$ cat config.mk
export PLATFORM = sky130hd
export DESIGN_NAME = ismu_row_ram
export DESIGN_NICKNAME = d
export VERILOG_FILES = /design/src/sv/ising_metropolis_spin_update_assert.svh /design/src/sv/ismu_row_ram.sv
export SDC_FILE = /design/constraint.sdc
export NUM_CORES = 2
export LEC_CHECK = 0
export ABC_CLOCK_PERIOD_IN_PS = 12400
export BUFFER_PORTS_ARGS = -buffer_cell sky130_fd_sc_hd__buf_2
export CORE_MARGIN = 1.5
export CORE_UTILIZATION = 55
export DETAILED_ROUTE_END_ITERATION = 16
export PLACE_DENSITY = 0.74
export RECOVER_POWER = 100
export SETUP_SLACK_MARGIN = 0.5
export SYNTH_ARGS = -nofsm -noshare
export SYNTH_HDL_FRONTEND = slang
export SYNTH_SLANG_ARGS = --single-unit
$ cat constraint.sdc
create_clock -name clk_i -period 12.4 [get_ports clk_i]
set_input_delay 1.24 -clock clk_i [delete_from_list [all_inputs] [get_ports clk_i]]
set_output_delay 1.24 -clock clk_i [all_outputs]
set_load 0.02 [all_outputs]
$ cat src/sv/ising_metropolis_spin_update_assert.svh
// ----------------------------------------------------------------------------
// ising metropolis spin update: assertion macros
// Shared concurrent assertion forms, clocked on clk_i, off during reset.
// ----------------------------------------------------------------------------
`ifndef ISING_METROPOLIS_SPIN_UPDATE_ASSERT_SVH
`define ISING_METROPOLIS_SPIN_UPDATE_ASSERT_SVH

// same-cycle implication
`define ISMU_ASSERT_IMP(label, ante, cons) \
  label: assert property (@(posedge clk_i) disable iff (!rst_ni) (ante) |-> (cons)) \
    else $error("ismu same-cycle check failed");

// next-cycle implication
`define ISMU_ASSERT_NEXT(label, ante, cons) \
  label: assert property (@(posedge clk_i) disable iff (!rst_ni) (ante) |=> (cons)) \
    else $error("ismu next-cycle check failed");

`endif

$ cat src/sv/ismu_row_ram.sv
// ----------------------------------------------------------------------------
// ismu_row_ram
// One lattice copy, one row per word: one write port, one registered read.
// ----------------------------------------------------------------------------
module ismu_row_ram #(
  parameter int unsigned WIDTH = 64,
  parameter int unsigned DEPTH = 64
) (
  input  logic                     clk_i,
  input  logic                     we_i,
  input  logic [$clog2(DEPTH)-1:0] waddr_i,
  input  logic [WIDTH-1:0]         wdata_i,
  input  logic                     re_i,
  input  logic [$clog2(DEPTH)-1:0] raddr_i,
  output logic [WIDTH-1:0]         rdata_o
);

  logic [WIDTH-1:0] mem [DEPTH];

  // write port
  always_ff @(posedge clk_i) begin
    if (we_i) begin
      mem[waddr_i] <= wdata_i;
    end
  end

  // registered read, holds while not enabled
  always_ff @(posedge clk_i) begin
    if (re_i) begin
      rdata_o <= mem[raddr_i];
    end
  end

endmodule

Yosys cells after proc, flatten, opt, wreduce, memory -nomap -nowiden
Memory sizes are Yosys's and may differ from the RTL's. A register that Yosys moved wholly into a read port is not among the register bits.
Index checks and enable logic that the tools add are counted.

word-level totals
  output and inout bits = 64
  logic and storage cells = 3
  register bits after elaboration = 0
  input port bits = 79
  memories = 1
  bits in writable memories = 4096

cells by class
  muxes and demuxes = 2

memories
  name  depth  bits a word  rd ports  clocked after memory_dff  write ports  line                source
  mem   64     64           1         1                         1            ismu_row_ram.sv:18  logic [WIDTH-1:0] mem [DEPTH];

operator list
  cell               count
  two-way mux 1 bit  2

Depth between registers and ports, before layout
  depth in word-level cells = 2
  gate-level depth with buffers = 9
  gate-level depth less buffers = 5

Worst setup path before layout
No wires, ideal clock.

  path type = in2reg
  start point = input port waddr_i[3]
  end point = memory mem[48][0], enable pin
  setup time = 0.564 ns
  arrival time = 6.112 ns
  path buffers = 1
  stages on the path = 4
  required time = 11.836 ns
  slack = 5.724 ns
  cell sequence = clkbuf_1 > nor2b_1 > nand4b_1 > nor3_1

RTL lines
  what         line                source
  from (decl)  ismu_row_ram.sv:11  input logic [$clog2(DEPTH)-1:0] waddr_i,
  to (decl)    ismu_row_ram.sv:18

No word-level cell before the write port.

Worst setup path after layout
  start point = input port waddr_i[4]
  end point = memory mem[35][35], enable pin

No word-level cell before the write port.

==> metrics <==
nature of the critical path startpoint input port; post-synth design cell area approximately 160000 sq um; Primary FF master, synth edfxtp_1; sw frac around a fifth; Ys Warns 0; CP required approximately 13 ns; # hold bufs at CTS 0; Post-synth ARST share 0%; routability-driven placement congestion ratio 0.8153; Die Y between 500 and 600 microns; IO Count 143; Inserted Clock Buffers 398; status finished with violations; clock power share 40.8%; final hold vios 0; multi-input logic area 30520 sq um; nets 7052; Clock Tree Root clkbuf_16; Critical Path Max Stage Delay about 2.5 ns; Power per Cell Area 164.4 nW/um^2; Synth Instances 6598; CP dominant cell by count clkbuf_1; Reg-to-Reg Start mem[8][30]; Max Cap Viol 227; EDFF count, synth about 4200; most common cell after layout, fill and taps aside edfxtp_1; final setup fails 0; Fmax achieved 115.7 MHz; peak supply drop 0.1470 mV; Mapped Avg Cell Area 23.79 sq um; Arr. time, crit path between 9 and 10 ns; Starting Density ~55%; Cell Chain, Critical Path clkbuf_1 > or3b_2 > nor2_1 > clkbuf_1 > clkbuf_1; Layout fillers roughly 19000; DRT Wirelength ~430 mm; clk_skew 0.05781 ns; clk sink count 4160; DIE WIDTH about 540 microns; number of global-route vias before repair 77780; Comb pwr share 4.5%; Post-DP Area 162900 sq um; Clock H-tree levels 5; total gr overflow 0; GRT Total Usage 29.94%; # Post-CTS Setup Buffers 0; CP max-delay cell clkbuf_1; critical path class input port to register; Slew @ Worst Pin 5.395 ns; Clock Pin Slew Worst Setup and Hold Paths 0.06 ns; Slew HR -259.7%; FF+latch area 124900 sq um; Final Max Tran Viols approximately 8700; Hold Path Class register to register; area grow syn2layout 11.03%; Clock Tree Buf Depth 4; drt pass-1 iters 7; RSZ-0062 raised after global routing false; CTS tree built; CP max FO 25; core area 283000 sq um; cell row count 195; total vias in the final route 77500; launch point of the worst path waddr_i[4]; synth unique cells 32; highest-count cells in the layout ignoring fill and taps edfxtp_1 (4160), mux4_2 (1024), clkbuf_16 (407); PostCTS Resize Cnt 0; PortBufs 142; HP Start mem[6][61]; largest net degree at the start of global routing 130; share of cells above drive strength 1 23.38%; internal power 22.68 mW; Routed Antenna Nets 0; Net Switching 5.986 mW; DRC Markers 0; 1st-iter DRT viols 12450; Clock Latency Late Sink 0.94 ns; failing checks capacitance limit, slew limit; Yosys top cell by area edfxtp_1; TNS Setup 0 ns; first-pass GRT wire length approximately 600 mm; DR WL/cell 38.81 microns; Yosys top cell area share 79.57%; leakage power ~53 nW; sequential power share 54.7%; endpoint type of the worst setup path register; Die ar. 288600 sq um; Synth area leaders edfxtp_1 (80%), mux4_2 (15%), mux2i_1 (0.86%); initial antenna violation count 34; Util after Layout 61.59%; syn_nets 6677; total power draw 28.66 mW; Min Clock Period, post-route 8.642 ns; drt via density roughly 7.0; sequential share of the synthesized area 79.57%; crit share post-route 69.69%; flops & latches, synth about 4200; Post-Layout Inst Area 174300 sq um; HPWL Detailed 216.9 mm
-- critical path, delay by kind of cell --
kind                   cells  cell delay, ns
buffers and inverters      3            4.96
and+or+nand+nor            2            2.80
-- layer usage --
| metal | GRT usage (%) | vias up | routed length (microns) |
|---|---|---|---|
| li1 | - | 29260 | - |
| met1 | 41.02 | 40850 | 145700 |
| met2 | 47.12 | 6247 | 202700 |
| met3 | 6.726 | 1125 | 58560 |
| met4 | 12.50 | 14 | 21640 |
| met5 | 0 | - | 95 |
-- synth_stat cells, drive strengths merged (2+ instances only) --
| master | instances |
|---|---|
| clkbuf | 140 |
| buf | 230 |
| and2 | 3 |
| mux4 | 1024 |
| or3 | 29 |
| o221ai | 38 |
| or2 | 28 |
| inv | 19 |
| a2bb2oi | 19 |
| nor2 | 112 |
| nand3b | 2 |
| nand3 | 45 |
| edfxtp | 4160 |
| mux2i | 135 |
| nand4 | 2 |
| nand2b | 11 |
| nand2 | 58 |
| and3 | 64 |
| a41oi | 26 |
| a31oi | 18 |
| nor3 | 2 |
| a211oi | 63 |
| a22oi | 168 |
| a22o | 88 |
| o22ai | 83 |
| nor2b | 28 |
-- flip-flops by register name, summed over array words and instances, names as in the netlist --
name	cells
mem	4096
rdata_o	64
-- power by group through the flow --
stage / sequential [mW] / combinational [mW] / clock [mW]
finish: 15.7 / 1.29 / 11.7
global route: 15.7 / 1.35 / 12.3
CTS: 15.7 / 1.30 / 11.7
detailed placement: 16.0 / 1.29 / 0
global placement: 15.9 / 1.26 / 0
floorplan: 16.0 / 0.726 / 0
-- stage by stage --
step,worst slack [ns],instances,hold WS [ns]
CTS,7.776,11020,0.9235
global placement,6.871,10320,0.8889
detailed placement,6.900,10320,0.9026
finish,3.758,11050,0.9192
global route,3.985,11030,0.9578
floorplan,5.724,6598,0.8648
-- final cells by class --
class	instances	share of cell area, %
inverters	19	0.04091
repair buffers	345	0.9827
clock inverters	210	1.050
clock buffers	496	6.035
diodes	23	0.03302
multi-input cells	2049	17.51
well taps	3743	2.687
flip-flops and latches	4160	71.67
-- final timing paths --
check,endpoint,slack [ns],cells after the start
min reg2reg,rdata_o[61],0.92,4
max reg2reg,rdata_o[30],9.99,5
min,rdata_o[61],0.92,4
max,mem[35][35],3.76,5
-- cell families (layout without fill, tap and decap cells) --
family                 after synthesis  in the layout  share of synthesized area (%)
other                                0             23                              0
flip-flops                        4160           4160                          79.57
multiplexers                      1159           1159                          15.55
AND/OR/NAND/NOR                    386            386                          1.235
buffers and inverters              389           1070                          1.176
AO/OA/AOI/OAI                      504            504                          2.467
Power figures use the tool's default switching activity.
