File: src/sv/ising_metropolis_spin_update_assert.svh
// ----------------------------------------------------------------------------
// ising metropolis spin update: assertion macros
// Shared concurrent assertion forms, clocked on clk_i, off during reset.
// ----------------------------------------------------------------------------
`ifndef ISING_METROPOLIS_SPIN_UPDATE_ASSERT_SVH
`define ISING_METROPOLIS_SPIN_UPDATE_ASSERT_SVH

// same-cycle implication
`define ISMU_ASSERT_IMP(label, ante, cons) \
  label: assert property (@(posedge clk_i) disable iff (!rst_ni) (ante) |-> (cons)) \
    else $error("ismu same-cycle check failed");

// next-cycle implication
`define ISMU_ASSERT_NEXT(label, ante, cons) \
  label: assert property (@(posedge clk_i) disable iff (!rst_ni) (ante) |=> (cons)) \
    else $error("ismu next-cycle check failed");

`endif

File: src/sv/ismu_pkg.sv
// ----------------------------------------------------------------------------
// ismu_pkg
// Widths, reset values, register indexes and shared types of the spin update.
// ----------------------------------------------------------------------------
package ismu_pkg;

  // lattice size default
  localparam int unsigned GRID_SIZE_DEF = 64;

  // field widths
  localparam int unsigned IDX_IN_W   = 6;
  localparam int unsigned ROW_W      = IDX_IN_W;
  localparam int unsigned COL_W      = IDX_IN_W;
  localparam int unsigned RAND_W     = 32;
  localparam int unsigned THR_W      = 32;
  localparam int unsigned MAG_W      = 14;
  localparam int unsigned EN_W       = 16;
  localparam int unsigned MAG_DW     = 3;
  localparam int unsigned EN_DW      = 6;
  localparam int unsigned NBR_CNT_W  = 3;

  // configuration port
  localparam int unsigned CFG_IDX_W  = 1;
  localparam int unsigned CFG_DATA_W = 32;
  localparam logic [CFG_IDX_W-1:0] CFG_THR_TWO  = 1'd0;
  localparam logic [CFG_IDX_W-1:0] CFG_THR_FOUR = 1'd1;

  // threshold reset values
  localparam logic [THR_W-1:0] THR_TWO_RST  = 32'd1930017468;
  localparam logic [THR_W-1:0] THR_FOUR_RST = 32'd867263635;

  // control states
  typedef enum logic {
    ST_CLEAR,
    ST_RUN
  } ismu_state_e;

  // flip decision handed from the decision logic to the datapath
  typedef struct packed {
    logic                     flip;
    logic                     new_spin;
    logic signed [MAG_DW-1:0] mag_delta;
    logic signed [EN_DW-1:0]  en_delta;
  } ismu_dec_t;

endpackage

File: src/sv/ismu_flip_logic.sv
// ----------------------------------------------------------------------------
// ismu_flip_logic
// Metropolis acceptance of one site from its spin and four neighbour spins.
// ----------------------------------------------------------------------------
module ismu_flip_logic (
  input  logic                            site_i,
  input  logic [3:0]                      nbr_i,
  input  logic [ismu_pkg::RAND_W-1:0]     rand_word_i,
  input  logic [ismu_pkg::THR_W-1:0]      thr_two_i,
  input  logic [ismu_pkg::THR_W-1:0]      thr_four_i,
  output ismu_pkg::ismu_dec_t             dec_o
);
  import ismu_pkg::*;

  logic [3:0]           agree;
  logic [NBR_CNT_W-1:0] n_agree;
  logic                 flip;
  logic [EN_DW:0]       en_wide;

  // neighbours equal to the site spin; s*h = 2*n_agree - 4
  assign agree   = ~(nbr_i ^ {4{site_i}});
  assign n_agree = NBR_CNT_W'(agree[0]) + NBR_CNT_W'(agree[1])
                 + NBR_CNT_W'(agree[2]) + NBR_CNT_W'(agree[3]);

  // non-positive s*h always flips, otherwise compare against the bound
  always_comb begin
    priority if (n_agree <= NBR_CNT_W'(2)) begin
      flip = 1'b1;
    end else if (n_agree == NBR_CNT_W'(3)) begin
      flip = rand_word_i < thr_two_i;
    end else begin
      flip = rand_word_i < thr_four_i;
    end
  end

  // energy step 4*s*h = 8*n_agree - 16
  assign en_wide = (EN_DW + 1)'({n_agree, 3'b000}) - (EN_DW + 1)'(16);

  always_comb begin
    dec_o.flip      = flip;
    dec_o.new_spin  = site_i ^ flip;
    dec_o.mag_delta = '0;
    dec_o.en_delta  = '0;
    if (flip) begin
      dec_o.mag_delta = site_i ? -MAG_DW'(2) : MAG_DW'(2);
      dec_o.en_delta  = EN_DW'(en_wide);
    end
  end

endmodule

File: config.mk
export PLATFORM = sky130hd
export DESIGN_NAME = ismu_flip_logic
export DESIGN_NICKNAME = d
export VERILOG_FILES = /design/src/sv/ising_metropolis_spin_update_assert.svh /design/src/sv/ismu_pkg.sv /design/src/sv/ismu_flip_logic.sv
export SDC_FILE = /design/constraint.sdc
export NUM_CORES = 1
export LEC_CHECK = 0
export ABC_AREA = 1
export BUFFER_PORTS_ARGS = -buffer_cell sky130_fd_sc_hd__buf_2
export CORE_ASPECT_RATIO = 2
export CORE_MARGIN = 1
export CORE_UTILIZATION = 40
export DETAILED_ROUTE_END_ITERATION = 8
export PLACE_DENSITY = 0.88
export SYNTH_ARGS = -nofsm -noshare
export SYNTH_HDL_FRONTEND = slang
export SYNTH_SLANG_ARGS = --single-unit
export TNS_END_PERCENT = 20
File: constraint.sdc
create_clock -name vclk -period 2.85
set_input_delay 0.4275 -clock vclk [all_inputs]
set_output_delay 0.4275 -clock vclk [all_outputs]
set_load 0.05 [all_outputs]
# Word level (Yosys, flattened, before mapping)
# Cells that the tools add are included.
# totals
out_inout_bits,11
ff_bits,0
in_bits,101
word_cells,15
# classes
eq_ne,1
addsub,4
magnitude_cmp,3
mux,4
n_bitwise,3
# op_table
operator,count
$lt 32x32->1,2
$mux 9,1
$sub 6x5->6 const B,1
$not 4->4,1
$xor 4x4->4,1
$add 2x1->3,1
$add 3x1->3,1
$eq 3x2->1 const B,1
$le 3x2->1 const B,1
$mux 3,1
$add 1x1->2,1
$mux 1,2
$xor 1x1->1,1

# Logic depth before layout (Yosys ltp)
# Gate-level depths: netlist of run 1.
# logic_depth
word_depth,9
mapped_depth,15
depth_no_buf,15

# Least setup slack after synthesis of run 1
# Ideal clock, no wire load.
# synth_timing
kind,input to output
from,in site_i
to,out dec_o[9] (netlist bit)
path_stages,15
t_required_ps,2423
path_slack_ps,-332
path_buffers,1
t_arrival_ps,2754
path_cell_list,buf_6 > xor2_1 > fa_1 > inv_1 > ha_1 > ha_1 > nand2_1 > nor2_1 > nor3b_1 > nand2_1 > nor2_1 > nand2_2 > nand3_4 > nand2_2 > nand2_1
# synth_lines
item,line,text
start: declaration,ismu_flip_logic.sv:6,"input logic site_i,"
end: declaration,ismu_flip_logic.sv:11,output ismu_pkg::ismu_dec_t dec_o

==> qor.yml, run 1 <==
worst_setup_path:
  cp-endpoint: "dec_o[3]"
  worstPathArrival_ps: 2680
  cp_max_fo: 6
  critPathRequiredTime_ps: 2420
  startpoint: "site_i"
  criticalPathCategory: "primary input to output port"
  startpoint_type: "primary input"
  end_kind: "output port"
grt:
  grt_use_total_pct: 19.8
  antenna_found_initial: 0
  grt_first_pass_wirelength_mm: 7.91
  gr-total-overflow: 0
  grt_max_degree: 7
  grt_pass1_vias: 2149
run_status:
  violations: "setup timing"
  status: "finished, violations left"
power:
  p_per_area_nw_per_um2: 279
  ir_drop_mv: 0.644
  leakage_nw: 1.72
final_layout:
  drive_above_1_share_pct: 35.7
  flops_and_latches: 0
  fillers: 441
  nets: 575
  seq_area_um2: 0
  nClkBuffers: 0
  n_antenna_cell: 0
  final_core_util_pct: 57.8
  syn_to_final_growth_pct: 39.3
detailed_routing:
  routedWlPerCell_um: 10.8
  first_pass_iters: 4
  drt_iter0_drc: 17
  wl_mm: 4.99
  highest_layer: "met4"
  route.met2.wl_mm: 3.17
  vias_per_cell: 4.70
  vias: 2168
  met1_length_mm: 1.53
  drtAntennaViolNets: 0
  drc: 0
  dr_wl_met3_um: 245
sta:
  finalCriticalPeriod_ps: 3110
  period_share_pct: 109
  hold_violations: 0
  fin_ws_ps: -261
  slew_violations: 0
  tns_ps: -1480
  setup_viol: 6
  clock.fmax_mhz: 321
  holdWs_ps: 1360
  rsz0062_at_grt: "yes"
synthesis:
  synthCells: 297
  synthDistinctLibCells: 26
  avgSynthCellArea_um2: 6.36
  syn_area_um2: 1890
  seq_area_frac_synth_pct: 0
  ys.warnings.count: 0
floorplanning:
  dieArea_um2: 5020
  die_w_um: 50.6
  coreArea_um2: 4550
  start_util_pct: 41.5
  die_y_um: 99.2
  num_rows: 35
  io_pins: 112
placement:
  gp_congestion: 0.829
  io_buffers: 108
  dp_slack_ps: -427
  dp_hpwl_mm: 4.67
worst_hold_path:
  hold_path.class: "primary input to output port"
  hold_depth: 5
job:
  maxCapViolCount: 0
clock_tree:
  holdBufCountCts: 0
[synthesized netlist by cell type (all sizes together), types with 3 or more instances]
cell,count,area [um2]
buf,7,56.3
ha,65,813
nand3,4,32.5
o21ai,7,35.0
nor3,4,20.0
xor2,3,26.3
nor2,16,62.6
nand2,59,231
a21oi,29,145
inv,86,323
nand4,8,50.1
[timing repair]
item | in CTS | in global routing
endpoints found under the hold margin | 0 | 0
setup endpoints to repair | 6 | 6
gates resized for setup | 20 | 0
setup buffers | 1 | 0
pin swaps | 11 | 1
[per-stage QoR]
step / area (um2) / cells / power [mW]
5_1_grt: 2630 / 461 / 0.798
3_5_place_dp: 2550 / 460 / 0.643
6_report: 2630 / 461 / 0.733
4_1_cts: 2630 / 461 / 0.732
3_3_place_gp: 2550 / 460 / 0.622
2_1_floorplan: 1980 / 300 / 0.485
[cell type report]
class | count | area [um2] | share of cell area, %
Tap cell | 55 | 68.8 | 2.61
Multi-Input combinational cell | 207 | 1610 | 61.0
Inverter | 86 | 334 | 12.7
Timing Repair Buffer | 113 | 624 | 23.7
[worst max-delay path: stages]
cell        delay, ps
buf_6             110
xor2_2            180
fa_1              540
inv_1              50
ha_2              190
ha_4              230
nand2_4            60
nor2_4             40
nor3b_2           140
nand2_1            70
nor2_1            130
nand2_2            90
nand3_4           120
nand2_2            80
clkinvlp_4         80
buf_8             140
[logic make-up (layout without fill, tap and decap cells)]
family | Yosys count | count (layout) | share of synthesized area (%)
simple gates | 94 | 94 | 22.8
buf+inv | 93 | 199 | 20.1
fa+ha+maj | 66 | 66 | 44.1
xor+xnor | 4 | 4 | 1.85
other cells | 1 | 4 | 0.198
compound gates | 39 | 39 | 10.9
[where the power goes]
group	leakage (nW)	internal, mW	switching (mW)
Combinational	1.72	0.306	0.427
Sequential	0	0	0
Clock	0	0	0
Total	1.72	0.306	0.427
[per-layer routing]
metal,vias up,GRT usage (%)
met3,4,1.68
met2,70,46.6
met5,-,0
li1,1145,-
met1,949,15.8
met4,0,2.14
[worst min-delay path by stage]
| stage | to | slack, ps | startpoint |
|---|---|---|---|
| CTS | dec_o[8] | 1370 | site_i |
| global placement | dec_o[8] | 1510 | site_i |
| global route | dec_o[8] | 1390 | site_i |
| detailed placement | dec_o[8] | 1530 | site_i |
| finish | dec_o[8] | 1360 | site_i |
| floorplan | dec_o[9] | 1180 | site_i |
[layout by cell type (no fill, tap or decap), drive strengths merged]
cell	netlist	layout
buf	7	113
inv	86	83
ha	65	65
nand2	59	59
a21oi	29	29
nor2	16	16
nand4	8	8
o21ai	7	7
nor3	4	4
conb	1	4
nand3	4	4
clkinvlp	0	3
xor2	3	3
xnor2	1	1
nor4	1	1
o21bai	1	1
a21o	1	1
nor3b	1	1
o21a	1	1
or2	1	1
fa	1	1
No activity file was read; power rests on OpenSTA's default activity.
==> run 2, diff against run 1 <==
- RECOVER_POWER: unset -> 100
- SETUP_SLACK_MARGIN: unset -> 0.5
==> run 2 against run 1 <==
Compared with the run above:
- the run still ends with setup timing left
- final area increased by 0.38%
- die area unchanged
- maximum frequency decreased by 0.75%
- wire length increased by 1.1%
- largest cell class unchanged
==> qor.yml, run 2 (synthesized netlist as in run 1, its figures left out) <==
sta:
  fin_ws_ps: -285
  tns_ps: -1580
  hold_violations: 0
  clock.fmax_mhz: 319
  finalCriticalPeriod_ps: 3130
  period_share_pct: 110
  setup_viol: 6
  rsz0062_at_grt: "yes"
  holdWs_ps: 1370
  slew_violations: 0
power:
  leakage_nw: 1.72
  power_mw: 0.747
  p_per_area_nw_per_um2: 283
  ir_drop_mv: 0.644
floorplanning:
  dieArea_um2: 5020
  io_pins: 112
  start_util_pct: 41.5
  coreArea_um2: 4550
  die_y_um: 99.2
  num_rows: 35
  die_w_um: 50.6
grt:
  grt_pass1_vias: 2155
  grt_use_total_pct: 20.0
  grt_first_pass_wirelength_mm: 7.98
  grt_max_degree: 7
  gr-total-overflow: 0
  antenna_found_initial: 0
final_layout:
  flops_and_latches: 0
  fin_cells: 461
  drive_above_1_share_pct: 36.0
  final_core_util_pct: 58.0
  seq_area_um2: 0
  layout_commonest_cell: "buf_2"
  stdcell_area_um2: 2640
  nClkBuffers: 0
  nets: 575
  final_cell_mix: "102 x buf_2, 75 x inv_1, 62 x ha_1, 50 x nand2_1, 28 x a21oi_1"
  syn_to_final_growth_pct: 39.9
  n_antenna_cell: 0
placement:
  dp.cells: 460
  io_buffers: 108
  dp_hpwl_mm: 4.67
  dp_slack_ps: -427
  place_area_um2: 2550
  gp_congestion: 0.829
run_status:
  status: "finished, violations left"
  violations: "setup timing"
detailed_routing:
  drt_iter0_drc: 9
  vias: 2166
  vias_per_cell: 4.70
  drc: 0
  drtAntennaViolNets: 0
  first_pass_iters: 4
  wl_mm: 5.05
  routedWlPerCell_um: 10.9
worst_setup_path:
  startpoint: "site_i"
  cp_common_cell: "nand2_2"
  crit_family: "adder cells"
  cp_max_fo: 6
  critPathMaxStageDelay_ps: 540
  criticalPathCategory: "primary input to output port"
  end_kind: "output port"
  worstPathArrival_ps: 2710
  crit_buf_inv: 4
  startpoint_type: "primary input"
  slowest_stage: "fa_1"
  critPathRequiredTime_ps: 2420
  path_cells: "buf_6, xor2_2, fa_1, inv_1, ha_2, ha_4, nand2_4, nor2_4, nand4_1, a21oi_2, nand2_2, nand3_4, nand2_2, clkinvlp_4, buf_8"
worst_hold_path:
  hold_start: "site_i"
  hold_path.class: "primary input to output port"
clock_tree:
  holdBufCountCts: 0
job:
  maxCapViolCount: 0
[run 2: changes by cell type in the layout (fill, tap and decap cells not counted)]
cell	delta
buf_2	-1
buf_8	+1
inv_1	-1
inv_2	+1
[run 2: layout make-up]
| class | count | area (um2) |
|---|---|---|
| repair buffers | 113 | 634 |
| fillers | 438 | 1910 |
| inverters | 86 | 334 |
| well taps | 55 | 68.8 |
| multi-input cells | 207 | 1610 |
[run 2: layer usage]
layer / vias to the layer above / global-route usage [%] / share of wire, %
li1: 1144 / - / -
met1: 948 / 16.4 / 31
met2: 70 / 46.7 / 63
met3: 4 / 1.68 / 4.9
met4: 0 / 2.14 / 1.1
met5: - / 0 / 0
[run 2: repair_timing]
action                     4_1_cts  5_1_grt
cloned                           0        0
setup endpoints to repair        7        7
resized for setup               24        0
setup buffers                    1        0
pin swaps                       11        1
[run 2: path summary, 6_finish.rpt]
path	cells past startpoint	endpoint
worst min-delay path	5	dec_o[8]
worst max-delay path	15	dec_o[3]
[run 2: power by group]
part / leakage (nW) / total (mW) / internal, mW / switching, mW
sequential: 0 / 0 / 0 / 0
combinational: 1.72 / 0.747 / 0.315 / 0.432
clock: 0 / 0 / 0 / 0
total: 1.72 / 0.747 / 0.315 / 0.432
